==> config.mk <==
export PLATFORM = sky130hd
export DESIGN_NAME = cemap_sqrt_cell
export DESIGN_NICKNAME = d
export VERILOG_FILES = /design/src/hw/rtl/cemap_pkg.sv /design/src/hw/rtl/cemap_sqrt_cell.sv
export SDC_FILE = /design/constraint.sdc
export NUM_CORES = 1
export LEC_CHECK = 0
export BUFFER_PORTS_ARGS = -buffer_cell sky130_fd_sc_hd__buf_2
export CELL_PAD_IN_SITES_DETAIL_PLACEMENT = 1
export CELL_PAD_IN_SITES_GLOBAL_PLACEMENT = 1
export CORE_UTILIZATION = 41
export CTS_CLUSTER_DIAMETER = 150
export DETAILED_ROUTE_END_ITERATION = 16
export PLACE_DENSITY_LB_ADDON = 0.1
export SLEW_MARGIN = 20
export SYNTH_ARGS = -nofsm -noshare
export SYNTH_HDL_FRONTEND = slang
export SYNTH_SLANG_ARGS = --single-unit
==> constraint.sdc <==
create_clock -name clock -period 4.7 [get_ports clock]
set_clock_uncertainty 0.05 [all_clocks]
set_input_delay 0 -clock clock [delete_from_list [all_inputs] [get_ports clock]]
set_output_delay 0 -clock clock [all_outputs]
set_load 0.01 [all_outputs]
==> src/hw/rtl/cemap_pkg.sv <==
// cemap_pkg: shared types, widths, codes and the arctangent table of the
// cubemap to equirectangular sample address block. No dependencies.
`timescale 1ns / 1ps

package cemap_pkg;

   // field and register widths
   localparam int unsigned FACE_W   = 3;
   localparam int unsigned TEXEL_W  = 12;
   localparam int unsigned SIZE_W   = 13;
   localparam int unsigned WIDTH_W  = 14;
   localparam int unsigned HEIGHT_W = 13;
   localparam int unsigned SRC_X_W  = 13;
   localparam int unsigned SRC_Y_W  = 12;
   localparam int unsigned CSR_IDX_W  = 2;
   localparam int unsigned CSR_DATA_W = 14;

   // internal datapath widths
   localparam int unsigned QUO_W = 16;   // face-plane quotient bits
   localparam int unsigned DIR_W = 17;   // signed Q1.15 direction with room for +-1.0
   localparam int unsigned CRD_W = 28;   // cordic x/y
   localparam int unsigned ANG_W = 26;   // angle, 2^-24 turn units
   localparam int unsigned RAD_W = 32;   // x^2 + z^2
   localparam int unsigned ATAN_ENTRIES = 24;

   // parameter defaults
   localparam int unsigned MAX_CUBE_SIZE_DEF  = 4096;
   localparam int unsigned MAX_EQUI_WIDTH_DEF = 8192;
   localparam int unsigned CORDIC_STAGES_DEF  = 16;
   localparam int unsigned EQUI_HEIGHT_CAP    = 4096;

   // register reset values
   localparam logic [SIZE_W-1:0]   CUBE_SIZE_RST   = 13'd512;
   localparam logic [WIDTH_W-1:0]  EQUI_WIDTH_RST  = 14'd2048;
   localparam logic [HEIGHT_W-1:0] EQUI_HEIGHT_RST = 13'd1024;

   // angle constants
   localparam logic signed [ANG_W-1:0] QUARTER_TURN = 26'sd4194304;
   localparam logic signed [ANG_W-1:0] HALF_TURN    = 26'sd8388608;
   localparam logic signed [DIR_W-1:0] ONE_Q15      = 17'sd32768;

   // register indexes
   localparam logic [CSR_IDX_W-1:0] CSR_CUBE_SIZE   = 2'd0;
   localparam logic [CSR_IDX_W-1:0] CSR_EQUI_WIDTH  = 2'd1;
   localparam logic [CSR_IDX_W-1:0] CSR_EQUI_HEIGHT = 2'd2;

   // face codes
   localparam logic [FACE_W-1:0] FACE_POS_X = 3'd0;
   localparam logic [FACE_W-1:0] FACE_NEG_X = 3'd1;
   localparam logic [FACE_W-1:0] FACE_POS_Y = 3'd2;
   localparam logic [FACE_W-1:0] FACE_NEG_Y = 3'd3;
   localparam logic [FACE_W-1:0] FACE_POS_Z = 3'd4;
   localparam logic [FACE_W-1:0] FACE_NEG_Z = 3'd5;

   typedef struct packed {
      logic [FACE_W-1:0]  face;
      logic [TEXEL_W-1:0] texel_x;
      logic [TEXEL_W-1:0] texel_y;
   } req_type;

   typedef struct packed {
      logic [SRC_X_W-1:0] source_x;
      logic [SRC_Y_W-1:0] source_y;
      logic               bad_request;
   } rsp_type;

   // round(atan(2^-i) / (2*pi) * 2^24)
   function automatic logic [ANG_W-1:0] atan_turn(input int unsigned idx);
      logic [ANG_W-1:0] a;
      case (idx)
         0:  a = 26'd2097152;
         1:  a = 26'd1238021;
         2:  a = 26'd654136;
         3:  a = 26'd332050;
         4:  a = 26'd166669;
         5:  a = 26'd83416;
         6:  a = 26'd41718;
         7:  a = 26'd20860;
         8:  a = 26'd10430;
         9:  a = 26'd5215;
         10: a = 26'd2608;
         11: a = 26'd1304;
         12: a = 26'd652;
         13: a = 26'd326;
         14: a = 26'd163;
         15: a = 26'd81;
         16: a = 26'd41;
         17: a = 26'd20;
         18: a = 26'd10;
         19: a = 26'd5;
         20: a = 26'd3;
         21: a = 26'd1;
         22: a = 26'd1;
         default: a = 26'd0;
      endcase
      return a;
   endfunction

endpackage

==> src/hw/rtl/cemap_sqrt_cell.sv <==
// cemap_sqrt_cell: one digit step of the integer floor square root.
// Depends on cemap_pkg.
`timescale 1ns / 1ps

module cemap_sqrt_cell #(
   parameter int unsigned BIT_POS = 0
) (
   input  logic                         clock,
   input  logic                         adv,
   input  logic [cemap_pkg::RAD_W-1:0]  num_in,
   input  logic [cemap_pkg::RAD_W-1:0]  res_in,
   output logic [cemap_pkg::RAD_W-1:0]  num_out,
   output logic [cemap_pkg::RAD_W-1:0]  res_out
);

   localparam logic [cemap_pkg::RAD_W-1:0] BIT_VAL = cemap_pkg::RAD_W'(1) << BIT_POS;

   logic [cemap_pkg::RAD_W-1:0] trial;
   logic [cemap_pkg::RAD_W-1:0] num_ff, num_in_nx, res_ff, res_in_nx;

   // compare against res + bit, take the digit when it fits
   always_comb begin
      trial = res_in + BIT_VAL;
      if (num_in >= trial) begin
         num_in_nx = num_in - trial;
         res_in_nx = (res_in >> 1) + BIT_VAL;
      end else begin
         num_in_nx = num_in;
         res_in_nx = res_in >> 1;
      end
   end

   always_ff @(posedge clock) begin
      if (adv) begin
         num_ff <= num_in_nx;
         res_ff <= res_in_nx;
      end
   end

   assign num_out = num_ff;
   assign res_out = res_ff;

endmodule

==> flow_summary.toml <==
[run_status]
status = "finished clean"

[global_route]
grt_pass1_vias = 5355
grt_pass1_wl_um = 27800
grtUsageTotal = 0.278
grt_max_degree = 65
antenna_found_initial = 0
overflow = 0

[layout]
final_cells = 921
layout_commonest_cell = "buf_2"
finalInstanceArea_um2 = 6770
mostFrequentLayoutCells = "buf_2 (129), nand2_1 (91), edfxtp_1 (64), xnor2_1 (51), o21ai_0 (44)"
num_antenna_cells = 0
fin_nets = 850
seq_area_um2 = 1920
fill_cells = 1502
multiInputGateArea_um2 = 3140
layout-drive-gt1-share = 0.230
area_growth_pct = 29.7

[route]
wl_met3_um = 893
drtAntennaViolNets = 0
dr.max_layer_used = "met4"
drt_iter0_drc = 279
viasPerCell = 5.53
routed-wl-met2_um = 8930
drc = 0
first_pass_iters = 4
wl_met1_um = 7640
wl_per_cell_um = 19.3
vias = 5092
finalWirelength_um = 17800

[clock_network]
cts_tree = "done"
cts_buffers = 9
cts_buffer_depth = 2
clock-sinks = 64
clockRootBuffer = "clkbuf_16"
cts_htree_levels = 3
path_clk_slew_ns = 0.06
post_cts.repair.setup_buffers = 0

[place]
dp_cells = 863
gp_congestion = 0.868
pre_cts_slack_ns = 0.142
io_buffers = 129
dpl_cell_area_um2 = 6060
hpwl_um = 13100

[timing]
setup_viol = 0
relSlewSlack = 0.411
slew_viol_final = 0
fmax_mhz = 224
timing.final.ws_setup_ns = 0.228
hold_viol = 0
finalSetupTns_ns = 0
min_period_ns = 4.47
post-route-period-util = 0.951
tightest_slew_ns = 0.884
rsz0062_at_grt = "false"

[die]
die_h_um = 115
io_pins = 130
dieArea_um2 = 13200
initial_core_util = 0.428
die_width_um = 115
core_um2 = 12200
num_rows = 40

[yosys]
synth.distinct_cells = 53
ys.flop_type = "edfxtp_1"
synthCells = 581
syn_nets = 682
synth.cell_area_um2 = 5220
ys_seq_elements = 64
async_flop_share = 0
syn_area_per_cell_um2 = 8.99
synth_enable_flop_cells = 64
ys_seq_area_frac = 0.368
yosys_warnings = 0

[critical_path]
endpoint_kind = "flop"
cpMostUsedCell = "and3_1"
critPathMaxStageDelay_ns = 0.54
crit_chain = "dlygate4sd3_1 -> buf_2 -> and4_1 -> and3_1 -> and3_1 -> nand2_1 -> or3_1 -> xor2_2 -> ha_1 -> nand3_2 -> or3_4 -> o41ai_2 -> o21ai_2 -> a21o_4 -> buf_4 -> nor3_2 -> xor2_1"
crit_slowest_cell = "dlygate4sd3_1"
crit_path_max_fanout = 14
start_kind = "primary input"
cp.arrival_ns = 4.58
cp.required_ns = 4.81
setup.worst_path.class = "in2reg"

[power_and_ir_drop]
power_density_nw_per_um2 = 291
peakVddDrop_v = 0.000149
fin_total_pwr_w = 0.00197
p_leak_nw = 2.74

[job]
cap_viol_max_count = 0

[hold_path]
min_path_type = "in2reg"
==> Yosys cell counts (14+ instances only) <==
| library cell | count | area [µm²] |
|---|---|---|
| ha_1 | 34 | 425 |
| a21oi_1 | 32 | 160 |
| nand4_1 | 22 | 138 |
| nor2_1 | 40 | 150 |
| clkbuf_1 | 15 | 56.3 |
| inv_1 | 14 | 52.6 |
| xor2_1 | 34 | 298 |
| edfxtp_1 | 64 | 1920 |
| o21ai_0 | 44 | 220 |
| nand3_1 | 18 | 90.1 |
| nand2_1 | 91 | 342 |
| xnor2_1 | 51 | 447 |
==> path summary, 6_finish.rpt <==
| kind | startpoint | to | slack, ns | cells past startpoint |
|---|---|---|---|---|
| hold / removal | num_in[29] | num_out[29]$_DFFE_PP_ | 0.003 | 3 |
| setup / recovery | res_in[4] | res_out[11]$_DFFE_PP_ | 0.23 | 17 |
==> state kept, by name, summed over array words and instances, names as in the netlist <==
register and count:
res_out 32, num_out 32
==> cell type report <==
| type | count | share of cell area |
|---|---|---|
| clock inverter | 5 | 0.00369 |
| inverter | 14 | 0.00776 |
| clock buffer | 10 | 0.0338 |
| multi-input combinational | 474 | 0.464 |
| tap | 168 | 0.0310 |
| sequential | 64 | 0.284 |
| timing repair buffer | 186 | 0.176 |
==> worst max-delay path, delay by kind of cell <==
family                   cells  cell delay [ns]
AO/OA/AOI/OAI                3             0.83
buffers and inverters        3             0.88
adder cells (fa/ha/maj)      1             0.40
AND/OR/NAND/NOR              8             2.04
XOR/XNOR                     2             0.43
==> cell families (layout without fill, tap and decap cells) <==
kind of cell,count (synthesis),count (layout),share of synthesized area
AND/OR/NAND/NOR,223,223,0.206
multiplexers,1,1,0.00192
adder cells (fa/ha/maj),35,35,0.0853
XOR/XNOR,85,85,0.143
buffers and inverters,43,215,0.0374
flip-flops,64,64,0.368
AO/OA/AOI/OAI,130,130,0.160
==> stage by stage <==
step | util | hold slack (ns)
3_3_place_gp | 0.496 | 0.253
3_5_place_dp | 0.496 | 0.260
5_1_grt | 0.555 | 0.0203
2_1_floorplan | - | 0.0625
4_1_cts | 0.552 | 0.000167
6_report | 0.555 | 0.00345
==> layer usage <==
metal | up-vias | global-route usage
met4 | 0 | 0.0900
met2 | 138 | 0.492
met5 | - | 0
met1 | 2469 | 0.352
met3 | 29 | 0.0322
li1 | 2456 | -
==> report_power, final <==
part | switching (W) | leakage (nW) | internal (W)
Combinational | 0.000381 | 2.00 | 0.000259
Sequential | 0.0000173 | 0.625 | 0.000712
Clock | 0.000252 | 0.123 | 0.000348
Total | 0.000651 | 2.74 | 0.00132
==> timing repair <==
| action | in CTS | in global routing |
|---|---|---|
| resized for setup | 0 | 6 |
| hold buffers | 43 | 0 |
| setup endpoints to repair | 0 | 57 |
| hold endpoints to repair | 43 | 0 |
Note: power is estimated with default switching activity, not from simulation.
