`src/hw/rtl/cemap_pkg.sv`:
```
// cemap_pkg: shared types, widths, codes and the arctangent table of the
// cubemap to equirectangular sample address block. No dependencies.
`timescale 1ns / 1ps

package cemap_pkg;

   // field and register widths
   localparam int unsigned FACE_W   = 3;
   localparam int unsigned TEXEL_W  = 12;
   localparam int unsigned SIZE_W   = 13;
   localparam int unsigned WIDTH_W  = 14;
   localparam int unsigned HEIGHT_W = 13;
   localparam int unsigned SRC_X_W  = 13;
   localparam int unsigned SRC_Y_W  = 12;
   localparam int unsigned CSR_IDX_W  = 2;
   localparam int unsigned CSR_DATA_W = 14;

   // internal datapath widths
   localparam int unsigned QUO_W = 16;   // face-plane quotient bits
   localparam int unsigned DIR_W = 17;   // signed Q1.15 direction with room for +-1.0
   localparam int unsigned CRD_W = 28;   // cordic x/y
   localparam int unsigned ANG_W = 26;   // angle, 2^-24 turn units
   localparam int unsigned RAD_W = 32;   // x^2 + z^2
   localparam int unsigned ATAN_ENTRIES = 24;

   // parameter defaults
   localparam int unsigned MAX_CUBE_SIZE_DEF  = 4096;
   localparam int unsigned MAX_EQUI_WIDTH_DEF = 8192;
   localparam int unsigned CORDIC_STAGES_DEF  = 16;
   localparam int unsigned EQUI_HEIGHT_CAP    = 4096;

   // register reset values
   localparam logic [SIZE_W-1:0]   CUBE_SIZE_RST   = 13'd512;
   localparam logic [WIDTH_W-1:0]  EQUI_WIDTH_RST  = 14'd2048;
   localparam logic [HEIGHT_W-1:0] EQUI_HEIGHT_RST = 13'd1024;

   // angle constants
   localparam logic signed [ANG_W-1:0] QUARTER_TURN = 26'sd4194304;
   localparam logic signed [ANG_W-1:0] HALF_TURN    = 26'sd8388608;
   localparam logic signed [DIR_W-1:0] ONE_Q15      = 17'sd32768;

   // register indexes
   localparam logic [CSR_IDX_W-1:0] CSR_CUBE_SIZE   = 2'd0;
   localparam logic [CSR_IDX_W-1:0] CSR_EQUI_WIDTH  = 2'd1;
   localparam logic [CSR_IDX_W-1:0] CSR_EQUI_HEIGHT = 2'd2;

   // face codes
   localparam logic [FACE_W-1:0] FACE_POS_X = 3'd0;
   localparam logic [FACE_W-1:0] FACE_NEG_X = 3'd1;
   localparam logic [FACE_W-1:0] FACE_POS_Y = 3'd2;
   localparam logic [FACE_W-1:0] FACE_NEG_Y = 3'd3;
   localparam logic [FACE_W-1:0] FACE_POS_Z = 3'd4;
   localparam logic [FACE_W-1:0] FACE_NEG_Z = 3'd5;

   typedef struct packed {
      logic [FACE_W-1:0]  face;
      logic [TEXEL_W-1:0] texel_x;
      logic [TEXEL_W-1:0] texel_y;
   } req_type;

   typedef struct packed {
      logic [SRC_X_W-1:0] source_x;
      logic [SRC_Y_W-1:0] source_y;
      logic               bad_request;
   } rsp_type;

   // round(atan(2^-i) / (2*pi) * 2^24)
   function automatic logic [ANG_W-1:0] atan_turn(input int unsigned idx);
      logic [ANG_W-1:0] a;
      case (idx)
         0:  a = 26'd2097152;
         1:  a = 26'd1238021;
         2:  a = 26'd654136;
         3:  a = 26'd332050;
         4:  a = 26'd166669;
         5:  a = 26'd83416;
         6:  a = 26'd41718;
         7:  a = 26'd20860;
         8:  a = 26'd10430;
         9:  a = 26'd5215;
         10: a = 26'd2608;
         11: a = 26'd1304;
         12: a = 26'd652;
         13: a = 26'd326;
         14: a = 26'd163;
         15: a = 26'd81;
         16: a = 26'd41;
         17: a = 26'd20;
         18: a = 26'd10;
         19: a = 26'd5;
         20: a = 26'd3;
         21: a = 26'd1;
         22: a = 26'd1;
         default: a = 26'd0;
      endcase
      return a;
   endfunction

endpackage

```
`src/hw/rtl/cemap_div_cell.sv`:
```
// cemap_div_cell: one restoring division step, one quotient bit per cell.
// Depends on cemap_pkg.
`timescale 1ns / 1ps

module cemap_div_cell #(
   parameter bit NUM_BIT = 1'b0
) (
   input  logic                            clock,
   input  logic                            adv,
   input  logic [cemap_pkg::SIZE_W-1:0]    size_in,
   input  logic [cemap_pkg::SIZE_W-1:0]    rem_in,
   input  logic [cemap_pkg::QUO_W-1:0]     quo_in,
   output logic [cemap_pkg::SIZE_W-1:0]    rem_out,
   output logic [cemap_pkg::QUO_W-1:0]     quo_out
);

   logic [cemap_pkg::SIZE_W:0]   trial;
   logic                         fits;
   logic [cemap_pkg::SIZE_W-1:0] rem_ff, rem_in_nx;
   logic [cemap_pkg::QUO_W-1:0]  quo_ff, quo_in_nx;

   // shift in the next numerator bit and try to subtract the divisor
   always_comb begin
      trial     = {rem_in, NUM_BIT};
      fits      = trial >= {1'b0, size_in};
      rem_in_nx = fits ? cemap_pkg::SIZE_W'(trial - {1'b0, size_in})
                       : cemap_pkg::SIZE_W'(trial);
      quo_in_nx = {quo_in[cemap_pkg::QUO_W-2:0], fits};
   end

   always_ff @(posedge clock) begin
      if (adv) begin
         rem_ff <= rem_in_nx;
         quo_ff <= quo_in_nx;
      end
   end

   assign rem_out = rem_ff;
   assign quo_out = quo_ff;

endmodule

```
`config.mk`:
```
export PLATFORM = sky130hd
export DESIGN_NAME = cemap_div_cell
export DESIGN_NICKNAME = d
export VERILOG_FILES = /design/src/hw/rtl/cemap_pkg.sv /design/src/hw/rtl/cemap_div_cell.sv
export SDC_FILE = /design/constraint.sdc
export NUM_CORES = 1
export LEC_CHECK = 0
export ABC_AREA = 1
export BUFFER_PORTS_ARGS = -buffer_cell sky130_fd_sc_hd__buf_4
export CELL_PAD_IN_SITES_DETAIL_PLACEMENT = 0
export CELL_PAD_IN_SITES_GLOBAL_PLACEMENT = 1
export CORE_MARGIN = 3
export CORE_UTILIZATION = 36
export CTS_CLUSTER_SIZE = 20
export DETAILED_ROUTE_END_ITERATION = 7
export GPL_ROUTABILITY_DRIVEN = 0
export GPL_TIMING_DRIVEN = 0
export PLACE_DENSITY_LB_ADDON = 0.1
export SLEW_MARGIN = 5
export SYNTH_ARGS = -nofsm -noshare
export SYNTH_HDL_FRONTEND = slang
export SYNTH_SLANG_ARGS = --single-unit
```
`constraint.sdc`:
```
create_clock -name clock -period 1.7 [get_ports clock]
set_input_delay 0.085 -clock clock [delete_from_list [all_inputs] [get_ports clock]]
set_output_delay 0.085 -clock clock [all_outputs]
set_load 0.005 [all_outputs]
```
==> run metrics <==
number of levels the H-tree was split into=2; TritonRoute pass-1 iters=4; f_max=roughly 630 MHz; ratio of final minimum period to clock period=93.2%; met1 capacity usage during global routing=19.6%; number of setup violations in the final report=0; most used routing layer in global routing=met2; net count after synthesis=300; number of diodes added for antenna fixing=0; Slew headroom=74.1%; filler instances=505; standard cell core area=0.00534 mm^2; reported leakage power=between 1.5 and 2 nW; critical path start-end classification=in2reg; total routed wirelength=between 4000 and 5000 um; layout overhead on the synthesized area=41.4%; Die Span Y=81.7 um; Worst VDD drop=0.331 mV; mean instance size in the synthesized netlist=8.53 um^2; top-level I/O count=73; global routing met3 resource utilization=~3.0%; highest net fanout along the worst path=10; Syn Std Cell Area=around 0.0021 mm^2; share of cells above drive strength 1=36.0%; total vias in the final route=1,769; clock buffer depth=2; number of routed nets with antenna violations=0; Cell Count Post-Placement=383; post-layout minimum cycle time=around 1.6 ns; post-DP HPWL=3690 um; number of distinct library cells after synthesis=22; sequential cell area fraction in the yosys report=between 40% and 50%; drt first-iter violations=50; die footprint=0.00668 mm^2; number of antenna violations at the first check in global routing=0; total routing resource utilization after global routing=15.5%; global-route congestion overflow total=0; Worst Hold Endpoint=rem_out[0]; required time at the endpoint of the critical path=about 1.7 ns; count of port buffers added during placement=71; WL/cell=11.7 um; final number of hold-violating endpoints=0; Post-Syn Instances=242; clock transition at the register clock pins on the worst setup and hold paths after CTS=0.06 ns; non-filler cells in the finished layout=406; Arr. time, crit path=1.61 ns; Max Cap Violations=0; largest net degree at the start of global routing=30; count of yosys warnings during synthesis=0; vias in the first global route=around 1,700; mean number of vias per cell=4.36; setup repair after global routing missed its margin=false; global routing usage on met2=24.8%; count of pins over their slew limit=0; width of the chip=81.7 um; CTS Root Buffer Type=sky130_fd_sc_hd__clkbuf_8; start point of the worst min-delay path=size_in[0]; crit end category=flop; total chip power=2.10 mW; hold depth=3; CP Launch Type=input port; initial core utilization=38.7%; remaining design rule violation count=0; synthesis-stage register bit count=29; CTS tree=built; result of the run=completed; Clock Sink Count=29; Net count, final=393; actual transition at the worst max-transition pin=0.388 ns; wire length of the first global-routing pass=between 7000 and 8000 um; post-CTS resize count=0; Power per Cell Area=about 700 mW/mm^2; Hold Path Class=in2reg; total number of placement rows=26; Setup Buffers After CTS=0; CTS Buf Count=5
-- power by group --
part           switching (mW)  total, mW  internal, mW
Sequential             0.0187      0.903         0.885
Clock                   0.254      0.537         0.283
Combinational           0.337      0.663         0.326
-- cell type report --
| cell class | count | area (um^2) | area share (%) |
|---|---|---|---|
| clock buffer | 6 | 72.6 | 2.49 |
| tap | 70 | 87.6 | 3.00 |
| clock inverter | 2 | 10.0 | 0.343 |
| multi-input combinational | 154 | 955 | 32.7 |
| sequential | 29 | 871 | 29.9 |
| timing repair buffer | 86 | 683 | 23.4 |
| inverter | 56 | 210 | 7.21 |
| buffer | 3 | 27.5 | 0.944 |
-- worst max path at each step --
stage	start	to	slack, ns	cells after the start
2_1_floorplan	size_in[0]	rem_out[1]	0.13	11
3_3_place_gp	size_in[0]	rem_out[5]	-0.20	12
3_5_place_dp	size_in[0]	rem_out[5]	-0.18	12
4_1_cts	size_in[0]	rem_out[5]	0.11	12
5_1_grt	size_in[0]	rem_out[5]	0.03	12
6_report	size_in[0]	rem_out[5]	0.12	12
-- cells in the mapped netlist --
| library cell | count | area [um^2] |
|---|---|---|
| sky130_fd_sc_hd__a21oi_4 | 1 | 16.3 |
| sky130_fd_sc_hd__nand2_1 | 66 | 248 |
| sky130_fd_sc_hd__nand2_4 | 1 | 11.3 |
| sky130_fd_sc_hd__inv_2 | 6 | 22.5 |
| sky130_fd_sc_hd__a21oi_1 | 4 | 20.0 |
| sky130_fd_sc_hd__edfxtp_1 | 29 | 871 |
| sky130_fd_sc_hd__buf_6 | 2 | 22.5 |
| sky130_fd_sc_hd__buf_2 | 1 | 5.00 |
| sky130_fd_sc_hd__nand3_2 | 4 | 40.0 |
| sky130_fd_sc_hd__ha_1 | 13 | 163 |
| sky130_fd_sc_hd__nand4_4 | 1 | 21.3 |
| sky130_fd_sc_hd__nand4_1 | 10 | 62.6 |
| sky130_fd_sc_hd__o21ai_2 | 7 | 61.3 |
| sky130_fd_sc_hd__nand3_1 | 14 | 70.1 |
| sky130_fd_sc_hd__xor2_1 | 5 | 43.8 |
| sky130_fd_sc_hd__nand2_2 | 13 | 81.3 |
| sky130_fd_sc_hd__fa_1 | 1 | 20.0 |
| sky130_fd_sc_hd__nand3_4 | 1 | 17.5 |
| sky130_fd_sc_hd__inv_1 | 50 | 188 |
| sky130_fd_sc_hd__nor2_1 | 7 | 26.3 |
| sky130_fd_sc_hd__nor2_4 | 3 | 33.8 |
| sky130_fd_sc_hd__nor2_2 | 3 | 18.8 |
-- per-layer routing --
metal,share of wire [%],up-vias
met1,45,749
met5,0,-
met4,3.2,0
met2,44,59
met3,7.3,11
li1,-,950
-- worst max-delay path, stage by stage --
cell and delay (ns):
sky130_fd_sc_hd__buf_4 0.08, sky130_fd_sc_hd__inv_1 0.08, sky130_fd_sc_hd__fa_1 0.53, sky130_fd_sc_hd__nand2_1 0.09
sky130_fd_sc_hd__nand2_1 0.05, sky130_fd_sc_hd__nand3_1 0.07, sky130_fd_sc_hd__nand2_2 0.09, sky130_fd_sc_hd__nand2_4 0.12
sky130_fd_sc_hd__nand3_4 0.10, sky130_fd_sc_hd__buf_6 0.17, sky130_fd_sc_hd__nand2_1 0.07, sky130_fd_sc_hd__nand2_1 0.06
-- kinds of logic after synthesis --
logic type	share of synthesized area, %
xor+xnor	2.12
compound gates	4.73
simple gates	30.6
flops	42.2
buf+inv	11.5
fa+ha+maj	8.85
-- repair_timing --
item	CTS	global route
endpoints found under the setup margin	0	0
hold endpoints to repair	15	0
hold buffers	15	0
-- stage by stage --
step	setup TNS (ns)	setup WS, ns	util [%]	hold WS [ns]	cell area (um^2)
floorplan	0	0.130	-	0.184	2060
global placement	-2.26	-0.202	50.3	0.263	2680
detailed placement	-2.05	-0.183	50.3	0.264	2680
CTS	0	0.114	54.7	0.0661	2920
global route	0	0.0336	54.7	0.0908	2920
finish	0	0.116	54.7	0.0769	2920
-- state kept, by name, summed over array words and instances, names as in the netlist --
name and flops:
quo_out 16, rem_out 13
-- cells in the final DEF, fill, tap and decap left out --
cell,n
sky130_fd_sc_hd__buf_4,71
sky130_fd_sc_hd__nand2_1,66
sky130_fd_sc_hd__inv_1,50
sky130_fd_sc_hd__edfxtp_1,29
sky130_fd_sc_hd__dlygate4sd3_1,15
sky130_fd_sc_hd__nand3_1,14
sky130_fd_sc_hd__nand2_2,13
sky130_fd_sc_hd__ha_1,13
sky130_fd_sc_hd__nand4_1,10
sky130_fd_sc_hd__nor2_1,7
sky130_fd_sc_hd__o21ai_2,7
sky130_fd_sc_hd__inv_2,6
sky130_fd_sc_hd__xor2_1,5
sky130_fd_sc_hd__clkbuf_8,5
sky130_fd_sc_hd__a21oi_1,4
sky130_fd_sc_hd__nand3_2,4
sky130_fd_sc_hd__nor2_2,3
sky130_fd_sc_hd__nor2_4,3
sky130_fd_sc_hd__buf_6,2
sky130_fd_sc_hd__clkinv_2,2
sky130_fd_sc_hd__a21oi_4,1
sky130_fd_sc_hd__buf_2,1
sky130_fd_sc_hd__nand2_4,1
sky130_fd_sc_hd__nand4_4,1
sky130_fd_sc_hd__nand3_4,1
sky130_fd_sc_hd__fa_1,1
sky130_fd_sc_hd__clkbuf_1,1
(Power assumes the default switching activity.)
