[src/hw/rtl/cemap_pkg.sv]
// cemap_pkg: shared types, widths, codes and the arctangent table of the
// cubemap to equirectangular sample address block. No dependencies.
`timescale 1ns / 1ps

package cemap_pkg;

   // field and register widths
   localparam int unsigned FACE_W   = 3;
   localparam int unsigned TEXEL_W  = 12;
   localparam int unsigned SIZE_W   = 13;
   localparam int unsigned WIDTH_W  = 14;
   localparam int unsigned HEIGHT_W = 13;
   localparam int unsigned SRC_X_W  = 13;
   localparam int unsigned SRC_Y_W  = 12;
   localparam int unsigned CSR_IDX_W  = 2;
   localparam int unsigned CSR_DATA_W = 14;

   // internal datapath widths
   localparam int unsigned QUO_W = 16;   // face-plane quotient bits
   localparam int unsigned DIR_W = 17;   // signed Q1.15 direction with room for +-1.0
   localparam int unsigned CRD_W = 28;   // cordic x/y
   localparam int unsigned ANG_W = 26;   // angle, 2^-24 turn units
   localparam int unsigned RAD_W = 32;   // x^2 + z^2
   localparam int unsigned ATAN_ENTRIES = 24;

   // parameter defaults
   localparam int unsigned MAX_CUBE_SIZE_DEF  = 4096;
   localparam int unsigned MAX_EQUI_WIDTH_DEF = 8192;
   localparam int unsigned CORDIC_STAGES_DEF  = 16;
   localparam int unsigned EQUI_HEIGHT_CAP    = 4096;

   // register reset values
   localparam logic [SIZE_W-1:0]   CUBE_SIZE_RST   = 13'd512;
   localparam logic [WIDTH_W-1:0]  EQUI_WIDTH_RST  = 14'd2048;
   localparam logic [HEIGHT_W-1:0] EQUI_HEIGHT_RST = 13'd1024;

   // angle constants
   localparam logic signed [ANG_W-1:0] QUARTER_TURN = 26'sd4194304;
   localparam logic signed [ANG_W-1:0] HALF_TURN    = 26'sd8388608;
   localparam logic signed [DIR_W-1:0] ONE_Q15      = 17'sd32768;

   // register indexes
   localparam logic [CSR_IDX_W-1:0] CSR_CUBE_SIZE   = 2'd0;
   localparam logic [CSR_IDX_W-1:0] CSR_EQUI_WIDTH  = 2'd1;
   localparam logic [CSR_IDX_W-1:0] CSR_EQUI_HEIGHT = 2'd2;

   // face codes
   localparam logic [FACE_W-1:0] FACE_POS_X = 3'd0;
   localparam logic [FACE_W-1:0] FACE_NEG_X = 3'd1;
   localparam logic [FACE_W-1:0] FACE_POS_Y = 3'd2;
   localparam logic [FACE_W-1:0] FACE_NEG_Y = 3'd3;
   localparam logic [FACE_W-1:0] FACE_POS_Z = 3'd4;
   localparam logic [FACE_W-1:0] FACE_NEG_Z = 3'd5;

   typedef struct packed {
      logic [FACE_W-1:0]  face;
      logic [TEXEL_W-1:0] texel_x;
      logic [TEXEL_W-1:0] texel_y;
   } req_type;

   typedef struct packed {
      logic [SRC_X_W-1:0] source_x;
      logic [SRC_Y_W-1:0] source_y;
      logic               bad_request;
   } rsp_type;

   // round(atan(2^-i) / (2*pi) * 2^24)
   function automatic logic [ANG_W-1:0] atan_turn(input int unsigned idx);
      logic [ANG_W-1:0] a;
      case (idx)
         0:  a = 26'd2097152;
         1:  a = 26'd1238021;
         2:  a = 26'd654136;
         3:  a = 26'd332050;
         4:  a = 26'd166669;
         5:  a = 26'd83416;
         6:  a = 26'd41718;
         7:  a = 26'd20860;
         8:  a = 26'd10430;
         9:  a = 26'd5215;
         10: a = 26'd2608;
         11: a = 26'd1304;
         12: a = 26'd652;
         13: a = 26'd326;
         14: a = 26'd163;
         15: a = 26'd81;
         16: a = 26'd41;
         17: a = 26'd20;
         18: a = 26'd10;
         19: a = 26'd5;
         20: a = 26'd3;
         21: a = 26'd1;
         22: a = 26'd1;
         default: a = 26'd0;
      endcase
      return a;
   endfunction

endpackage

[src/hw/rtl/cemap_cordic_cell.sv]
// cemap_cordic_cell: one vectoring rotation of the cordic chain.
// Depends on cemap_pkg for widths and the arctangent table.
`timescale 1ns / 1ps

module cemap_cordic_cell #(
   parameter int unsigned IDX = 0
) (
   input  logic                                clock,
   input  logic                                adv,
   input  logic signed [cemap_pkg::CRD_W-1:0]  x_in,
   input  logic signed [cemap_pkg::CRD_W-1:0]  y_in,
   input  logic signed [cemap_pkg::ANG_W-1:0]  z_in,
   output logic signed [cemap_pkg::CRD_W-1:0]  x_out,
   output logic signed [cemap_pkg::CRD_W-1:0]  y_out,
   output logic signed [cemap_pkg::ANG_W-1:0]  z_out
);

   localparam logic signed [cemap_pkg::ANG_W-1:0] ATAN =
      signed'(cemap_pkg::atan_turn(IDX));

   logic signed [cemap_pkg::CRD_W-1:0] xs, ys;
   logic                               y_pos;
   logic signed [cemap_pkg::CRD_W-1:0] x_ff, x_in_nx, y_ff, y_in_nx;
   logic signed [cemap_pkg::ANG_W-1:0] z_ff, z_in_nx;

   // rotate toward the x axis, arithmetic shifts round down
   always_comb begin
      xs    = x_in >>> IDX;
      ys    = y_in >>> IDX;
      y_pos = !y_in[cemap_pkg::CRD_W-1] && (y_in != '0);
      if (y_pos) begin
         x_in_nx = x_in + ys;
         y_in_nx = y_in - xs;
         z_in_nx = z_in + ATAN;
      end else begin
         x_in_nx = x_in - ys;
         y_in_nx = y_in + xs;
         z_in_nx = z_in - ATAN;
      end
   end

   always_ff @(posedge clock) begin
      if (adv) begin
         x_ff <= x_in_nx;
         y_ff <= y_in_nx;
         z_ff <= z_in_nx;
      end
   end

   assign x_out = x_ff;
   assign y_out = y_ff;
   assign z_out = z_ff;

endmodule

[config.mk]
export PLATFORM = sky130hd
export DESIGN_NAME = cemap_cordic_cell
export DESIGN_NICKNAME = d
export VERILOG_FILES = /design/src/hw/rtl/cemap_pkg.sv /design/src/hw/rtl/cemap_cordic_cell.sv
export SDC_FILE = /design/constraint.sdc
export NUM_CORES = 1
export LEC_CHECK = 0
export BUFFER_PORTS_ARGS = -buffer_cell sky130_fd_sc_hd__buf_2
export CAP_MARGIN = 40
export CORE_UTILIZATION = 60
export CTS_CLUSTER_SIZE = 24
export DETAILED_ROUTE_END_ITERATION = 12
export PLACE_DENSITY = 0.87
export SKIP_CTS_REPAIR_TIMING = 1
export SLEW_MARGIN = 40
export SYNTH_ARGS = -nofsm -noshare
export SYNTH_HDL_FRONTEND = slang
export SYNTH_SLANG_ARGS = --single-unit
[constraint.sdc]
create_clock -name clock -period 6.6 [get_ports clock]
set_input_delay 1.98 -clock clock [delete_from_list [all_inputs] [get_ports clock]]
set_output_delay 1.98 -clock clock [all_outputs]
set_load 0.01 [all_outputs]
==> results by stage, run 1 <==
Run status:
- The flow ran to the end, and the final reports show no timing, DRC or antenna violations.

Global routing:
- The initial antenna violation count is 0.
- The met1 track utilization from global routing is approximately 46%.
- For this run, the total global-route usage over all layers was measured as 34.0%.
- The maximum number of pins on one net before global-route repair is 82.
- The first global-routing pass estimated ~33000 um of wire.
- The via count of the first global-routing pass is approximately 6.4k.
- The met2 layer usage reported by global route is 51.8%.
- The most congested layer reported by global routing is met2.
- The total grt overflow is 0.
- In the global route stage, met3 resource usage came out at under 10%.

Yosys:
- Of all cell types, the one taking the most synthesized area is sky130_fd_sc_hd__edfxtp_1.
- The synthesized design contains approximately 80 register bits.
- Sequential elements use around 33% of the synthesized area.
- By count the netlist is led by 99 x sky130_fd_sc_hd__a21oi_1, 92 x sky130_fd_sc_hd__ha_1, 87 x sky130_fd_sc_hd__inv_1, 81 x sky130_fd_sc_hd__edfxtp_1, 64 x sky130_fd_sc_hd__nor2_1.
- The fraction of registers with async set/reset is 0%.
- The number of enable-type register cells in the synthesized netlist is 81.
- A synthesized cell averages 9.05 sq um.
- In this run, distinct cell masters in the synthesized netlist total 74.
- Counting every net in the synthesized netlist gives roughly 1.0k.
- For this run, the leading register cell type out of synthesis is sky130_fd_sc_hd__edfxtp_1.
- For this run, the number of Yosys warnings is 0.
- The area fraction of the dominant cell type after synthesis is between 30% and 40%.
- Among all cell types in the netlist, the one instantiated most often is sky130_fd_sc_hd__a21oi_1.
- The cell area that synthesis handed to floorplanning was between 7000 and 8000 sq um.
- The number of instances in the synthesized netlist is 822.
- In the post-synthesis netlist, the biggest area contributors are sky130_fd_sc_hd__edfxtp_1 33%, sky130_fd_sc_hd__ha_1 15%, sky130_fd_sc_hd__a21oi_1 6.7%, sky130_fd_sc_hd__xnor2_1 6.2%, sky130_fd_sc_hd__inv_1 4.4%.

Power:
- The share of total power dissipated in the clock network is roughly 28%.
- Across the VDD grid, the largest voltage drop is between 0.0001 and 0.00015 V.
- In this run, the combinational gates consume a little over a third of the power.
- The switching portion of total power is 33.6%.
- The total power after layout is roughly 1900 uW.
- In this run the power density over the cells is between 200 and 250 nW/um^2.
- For this design the static power due to leakage is around 0.0039 uW.
- The cell internal power dissipation is ~1200 uW.
- The net switching power is about 630 uW.
- The share of power burned in registers is between 30% and 40%.

Route:
- The first routing iteration left 772 violations.
- After detailed routing, the number of remaining DRC violations is 0.
- The mean routed wirelength per cell is approximately 19 um.
- Dividing the detail-routed via count by the number of cells gives between 6 and 7.
- The remaining antenna violation count after routing is 0.
- The first-pass detailed-route iteration total is 5.
- The total length of routed wires is about 22000 um.
- The via count is ~7k.

Place:
- The weighted congestion at the end of routability-driven global placement is around 1.
- The HPWL after detailed placement is ~17000 um.
- The count of input and output buffers is 165.
- The setup slack at placement is about 1.7 ns.

Layout:
- 0 antenna diodes ended up in the layout.
- The area growth from synthesis to layout is 16.3%.
- At the end of the flow, the number of nets in the layout was ~1.1k.
- Cells with a size suffix above 1 make up a little over a fifth of the layout.
- Counting the fill cells in the layout gives around 1.0k.

CTS:
- TritonCTS created 9 clock buffers.
- After clock tree synthesis, the clock-pin slew on the worst setup and hold paths is 0.06 ns.
- The longest clock path from root to sink contains 2 buffers.
- For this design, the sink count on the clock tree is between 80 and 90.
- In this run the clock root is driven by a sky130_fd_sc_hd__clkbuf_16.
- TritonCTS built the clock tree.
- The maximum level of the CTS H-tree is 3.

Timing:
- The final total negative setup slack is 0 ns.
- The final-report hold violation count came to 0.
- The tightest hold path in the finished design has a slack of 1.81 ns.
- The total of endpoints with negative setup slack in the final report is 0.
- In this run the tightest slew margin relative to its limit is 48.3%.
- For the pin with the worst max-slew slack, the measured transition is between 0.7 and 0.8 ns.
- The period utilization is 70.7%.
- The time the final worst path needs with I/O delays and setup is 4.67 ns.
- The final worst-path setup slack is just under 2 ns.
- The max-slew violation total from the final report came to 0.
- The maximum operating frequency is 214 MHz.
- Setup repair after global routing left no endpoint under its margin.

Setup path:
- The type of destination of the critical path is a flip-flop.
- For the worst setup path, the data required time is between 6 and 7 ns.
- Data arrives at the worst endpoint at around 4.8 ns.
- The worst setup path is of the input pin to flip-flop kind.
- The category of the worst setup path launch point is an input pin.
- Along the worst path, the maximum fanout reaches 10.

Floorplan:
- The number of placement rows is 40.
- The die outline width is about 110 um.
- The effective utilization at floorplan is 61.6%.
- In this run the vertical extent of the chip is 113 um.
- After floorplanning, the core was sized to cover between 10000 and 15000 sq um.
- The die covers 12800 sq um.
- In this run the count of I/O pins placed on the die edge is about 170.

Flow run:
- Across the run, the number of max-cap violations was 0.

Hold path:
- Along the worst hold path, the cell count comes to 1.
- The kind of path behind the tightest hold check is input pin to flip-flop.
==> path summary, 6_finish.rpt <==
| kind | start | endpoint |
|---|---|---|
| worst min-delay path | z_in[0] | z_out[0]$_DFFE_PP_ |
| worst max-delay path | x_in[5] | y_out[24]$_DFFE_PP_ |
==> power groups by stage <==
stage                     combinational (uW)  clock, uW  sequential [uW]
after global routing                     703        555              691
final                                    653        534              685
after floorplan                          366          0              737
after detailed placement                 632          0              698
after global placement                   628          0              694
after CTS                                637        536              687
==> logic make-up (layout without fill, tap and decap cells) <==
group	Yosys count	after routing	synth area share, %
AOI/OAI and AO/OA	269	269	23.4
muxes	12	12	1.62
and+or+nand+nor	184	184	12.3
DFF	81	81	32.7
adders and majority gates	96	96	16.6
xor gates and xnor gates	56	56	6.60
buffers and inverters	124	272	6.78
==> cell type report <==
| cell class | count | area (sq um) | area share, % |
|---|---|---|---|
| multi-input combinational | 617 | 4500 | 52.1 |
| sequential | 81 | 2430 | 28.1 |
| timing repair buffer | 167 | 847 | 9.80 |
| inverter | 90 | 338 | 3.91 |
| clock buffer | 9 | 225 | 2.61 |
| tap | 168 | 210 | 2.43 |
| clock inverter | 6 | 90.1 | 1.04 |
==> registers in the layout, indices dropped and copies added (netlist names) <==
register  flops
z_out        26
y_out        28
x_out        27
==> cell usage in the layout, fill, tap and decap left out, drive strengths merged, types with 16 or more instances in the layout <==
| cell | instances |
|---|---|
| nand2 | 34 |
| nand2b | 16 |
| nor2 | 65 |
| inv | 91 |
| edfxtp | 81 |
| a21oi | 101 |
| a21o | 22 |
| ha | 92 |
| o21ai | 56 |
| xnor2 | 53 |
| buf | 167 |
==> metal layers <==
layer,vias up,share of wire [%],routed length (um)
met5,-,0,0
met2,496,43,9310
li1,3234,-,-
met4,0,3.0,651
met3,57,12,2690
met1,3219,42,9000
==> worst max-delay path: stages <==
cell and delay, ns:
sky130_fd_sc_hd__buf_2 0.10, sky130_fd_sc_hd__inv_1 0.04, sky130_fd_sc_hd__ha_1 0.44, sky130_fd_sc_hd__o21ai_0 0.26, sky130_fd_sc_hd__nor2b_1 0.20, sky130_fd_sc_hd__a21oi_1 0.10
sky130_fd_sc_hd__a211oi_2 0.33, sky130_fd_sc_hd__o21ai_0 0.25, sky130_fd_sc_hd__a2111oi_0 0.73, sky130_fd_sc_hd__a21oi_1 0.13, sky130_fd_sc_hd__xnor2_1 0.17
==> per-stage QoR <==
step | cells | utilization (%) | cell area [sq um]
2_1_floorplan | 822 | - | 7440
3_3_place_gp | 1123 | 69.0 | 8330
3_5_place_dp | 1123 | 69.1 | 8330
4_1_cts | 1138 | 71.7 | 8640
5_1_grt | 1138 | 71.7 | 8640
6_report | 1138 | 71.7 | 8640
Power figures use the tool's default switching activity.
==> run 2: changes to the inputs <==
Settings changed: CORE_UTILIZATION 60 to 56, PLACE_DENSITY 0.87 to 0.82.
Clock period 6.6 ns to 4.75 ns, I/O delays scaled along.
==> run 2 against run 1 <==
Compared with the run above: non-clock buffer count is 4 higher; critical path depth is the same; die area grew 7.0%; critical endpoint is now x_out[26]$_DFFE_PP_; sequential share of layout area hardly changed; worst setup slack worse by 1.2 ns; largest power group unchanged; first-iteration DRC count up 7.5%; highest routed layer unchanged.
==> results by stage, run 2 (synthesis gave the netlist of run 1 again) <==
Run status:
- Run status: finished, final reports clean (unchanged).

Layout:
- The commonest non-fill, non-tap cell in the layout was sky130_fd_sc_hd__buf_2 (unchanged).
- The fraction of final layout cells with drive strength greater than 1 is 21.8% (was 21.5%).
- The final core utilization is 67.7% (was 71.7%).
- The area of all placed cells without fillers is 8640 sq um (about the same).
- Commonest cells after routing, fill and taps aside: 164 x sky130_fd_sc_hd__buf_2, 99 x sky130_fd_sc_hd__a21oi_1, 92 x sky130_fd_sc_hd__ha_1 (unchanged).
- The area taken by flip-flops and latches is 2430 sq um (unchanged).
- The flip-flop count of the largest register after layout is 28 (unchanged).
- The area growth from synthesis to layout came to 16.2% (was 16.3%).
- The area taken by multi-input logic gates is 4500 sq um (unchanged).
- The number of antenna repair diodes is 0 (unchanged).
- The total number of nets in the final design came to 1150 (was 1146).
- The count of fill cells added during filler insertion is 1035 (was 1013).

Flow run:
- The number of max-cap violations came to 0 (unchanged).

Floorplan:
- The area of the die came to 13700 sq um (was 12800 sq um).
- The die outline width was 117 um (was 113 um).
- The number of placement rows is 41 (was 40).
- The top-level I/O count came to 166 (unchanged).
- The height of the chip is 117 um (was 113 um).
- The effective utilization at floorplan is 58.2% (was 61.6%).
- The area of the core region came to 12800 sq um (was 12100 sq um).

Timing:
- The final total negative setup slack is 0 ns (unchanged).
- The worst hold slack is 1.26 ns (was 1.81 ns).
- The final-report hold violation count was 0 (unchanged).
- The total of endpoints with negative setup slack in the final report is 0 (unchanged).
- The remaining max-slew budget at the tightest pin is 52.2% (was 48.3%).
- Derived from the worst setup path, the maximum achievable clock frequency is 252 MHz.
- The routed design could run at a clock period as short as 3.98 ns.
- The slew of the pin with the lowest slew margin is 0.716 ns (was 0.775 ns).
- Unrepaired setup endpoints after global routing: no (unchanged).
- The period utilization is between 80% and 90%.
- The max-slew violation total from the final report is 0 (unchanged).

CTS:
- The clock tree root driver cell was sky130_fd_sc_hd__clkbuf_16 (unchanged).
- The TritonCTS clock tree is done (unchanged).
- The maximum level of the CTS H-tree was 3 (unchanged).
- The clock buffer count from CTS is 9 (unchanged).
- The number of sinks driven by the clock tree is 81 (unchanged).
- The maximum count of clock buffers along a single path is 2 (unchanged).
- The CTS clock-pin slew for the worst setup and hold paths came to 0.06 ns (about the same).

Route:
- The via count is 6850 (was 7006).
- The post-detailed-route via-to-cell ratio is 5.97 (was 6.16).
- The number of violations reported at the end of detailed-routing iteration 0 came to 830 (was 772).
- The remaining antenna violation count after routing came to 0 (unchanged).
- The mean routed wirelength per cell is 18.6 um (was 19.0 um).
- The first-pass detailed-route iteration total came to 8 (was 5).
- The total length of routed wires is 21300 um (was 21600 um).
- The final routed DRC violation total is 0 (unchanged).

Global routing:
- The global-route wire length before repair is 32400 um (was 33300 um).
- The combined global-route utilization of all metal layers came to 31.2% (was 34.0%).
- The total grt overflow is 0 (unchanged).
- The initial antenna violation count is 0 (unchanged).
- The via count of the first global-routing pass is 6071 (was 6385).
- The maximum number of pins on one net before global-route repair came to 82 (unchanged).

Power:
- The power density over the cells came to 290 nW/um^2 (was 217 nW/um^2).
- The cell leakage power is 0.00391 uW (was 0.00392 uW).
- The maximum vdd ir drop was 0.000247 V (was 0.000141 V).

Setup path:
- The category of the critical setup timing path is input pin to flip-flop (unchanged).
- The type of destination of the critical path is a flip-flop (unchanged).
- The required arrival time at the worst endpoint is 4.82 ns (was 6.68 ns).
- The largest driver fanout on the critical path is 5 (was 10).
- The data arrival time of the critical path is 4.05 ns (was 4.75 ns).
- The category of the worst setup path launch point is an input pin (unchanged).

Place:
- The count of input and output buffers was 165 (unchanged).
- The placed cell area is 8360 sq um (was 8330 sq um).
- The weighted congestion at the end of routability-driven global placement is 1.02 (was 0.993).
- The HPWL after detailed placement is 17000 um (was 17100 um).

Hold path:
- The kind of path behind the tightest hold check is input pin to flip-flop (unchanged).
-- run 2: cell type report --
| cell class | instances | share of cell area [%] |
|---|---|---|
| repair buffers | 171 | 10.1 |
| multi-input cells | 617 | 52.1 |
| clock buffers | 9 | 2.61 |
| flip-flops and latches | 81 | 28.1 |
| inverters | 90 | 3.91 |
| clock inverters | 7 | 0.622 |
| well taps | 172 | 2.49 |
-- run 2: worst max-delay path, stage by stage --
cell,delay (ns)
sky130_fd_sc_hd__buf_2,0.20
sky130_fd_sc_hd__inv_1,0.14
sky130_fd_sc_hd__fa_1,0.46
sky130_fd_sc_hd__o21ba_1,0.23
sky130_fd_sc_hd__nor3_1,0.25
sky130_fd_sc_hd__o311a_1,0.30
sky130_fd_sc_hd__a211o_1,0.22
sky130_fd_sc_hd__nand3_2,0.17
sky130_fd_sc_hd__a31oi_1,0.30
sky130_fd_sc_hd__and4_1,0.25
sky130_fd_sc_hd__o211ai_2,0.09
-- run 2: power breakdown --
group          internal, uW  switching, uW  total (uW)
clock                   357            291         648
sequential              925           26.6         952
combinational           345            563         908
total                  1630            880        2510
-- run 2: worst paths after layout --
kind                    start             endpoint  slack [ns]  depth (start not counted)
worst min-delay path  z_in[1]   z_out[1]$_DFFE_PP_        1.26                          1
worst max-delay path  y_in[1]  x_out[26]$_DFFE_PP_        0.77                         11
-- run 2: per-layer routing --
layer | up-vias | global-route usage, % | share of wire (%)
met1 | 3174 | 45.7 | 44
li1 | 3232 | - | -
met2 | 407 | 47.5 | 44
met5 | - | 0 | 0
met4 | 0 | 8.52 | 2.1
met3 | 37 | 4.94 | 10
-- run 2: stage by stage --
stage / total power (uW) / std cells / worst slack, ns
after floorplan: 1530 / 822 / 1.00
after global placement: 1840 / 1131 / 0.573
after detailed placement: 1850 / 1131 / 0.503
after CTS: 2500 / 1147 / 0.843
after global routing: 2640 / 1147 / 0.645
final: 2510 / 1147 / 0.775
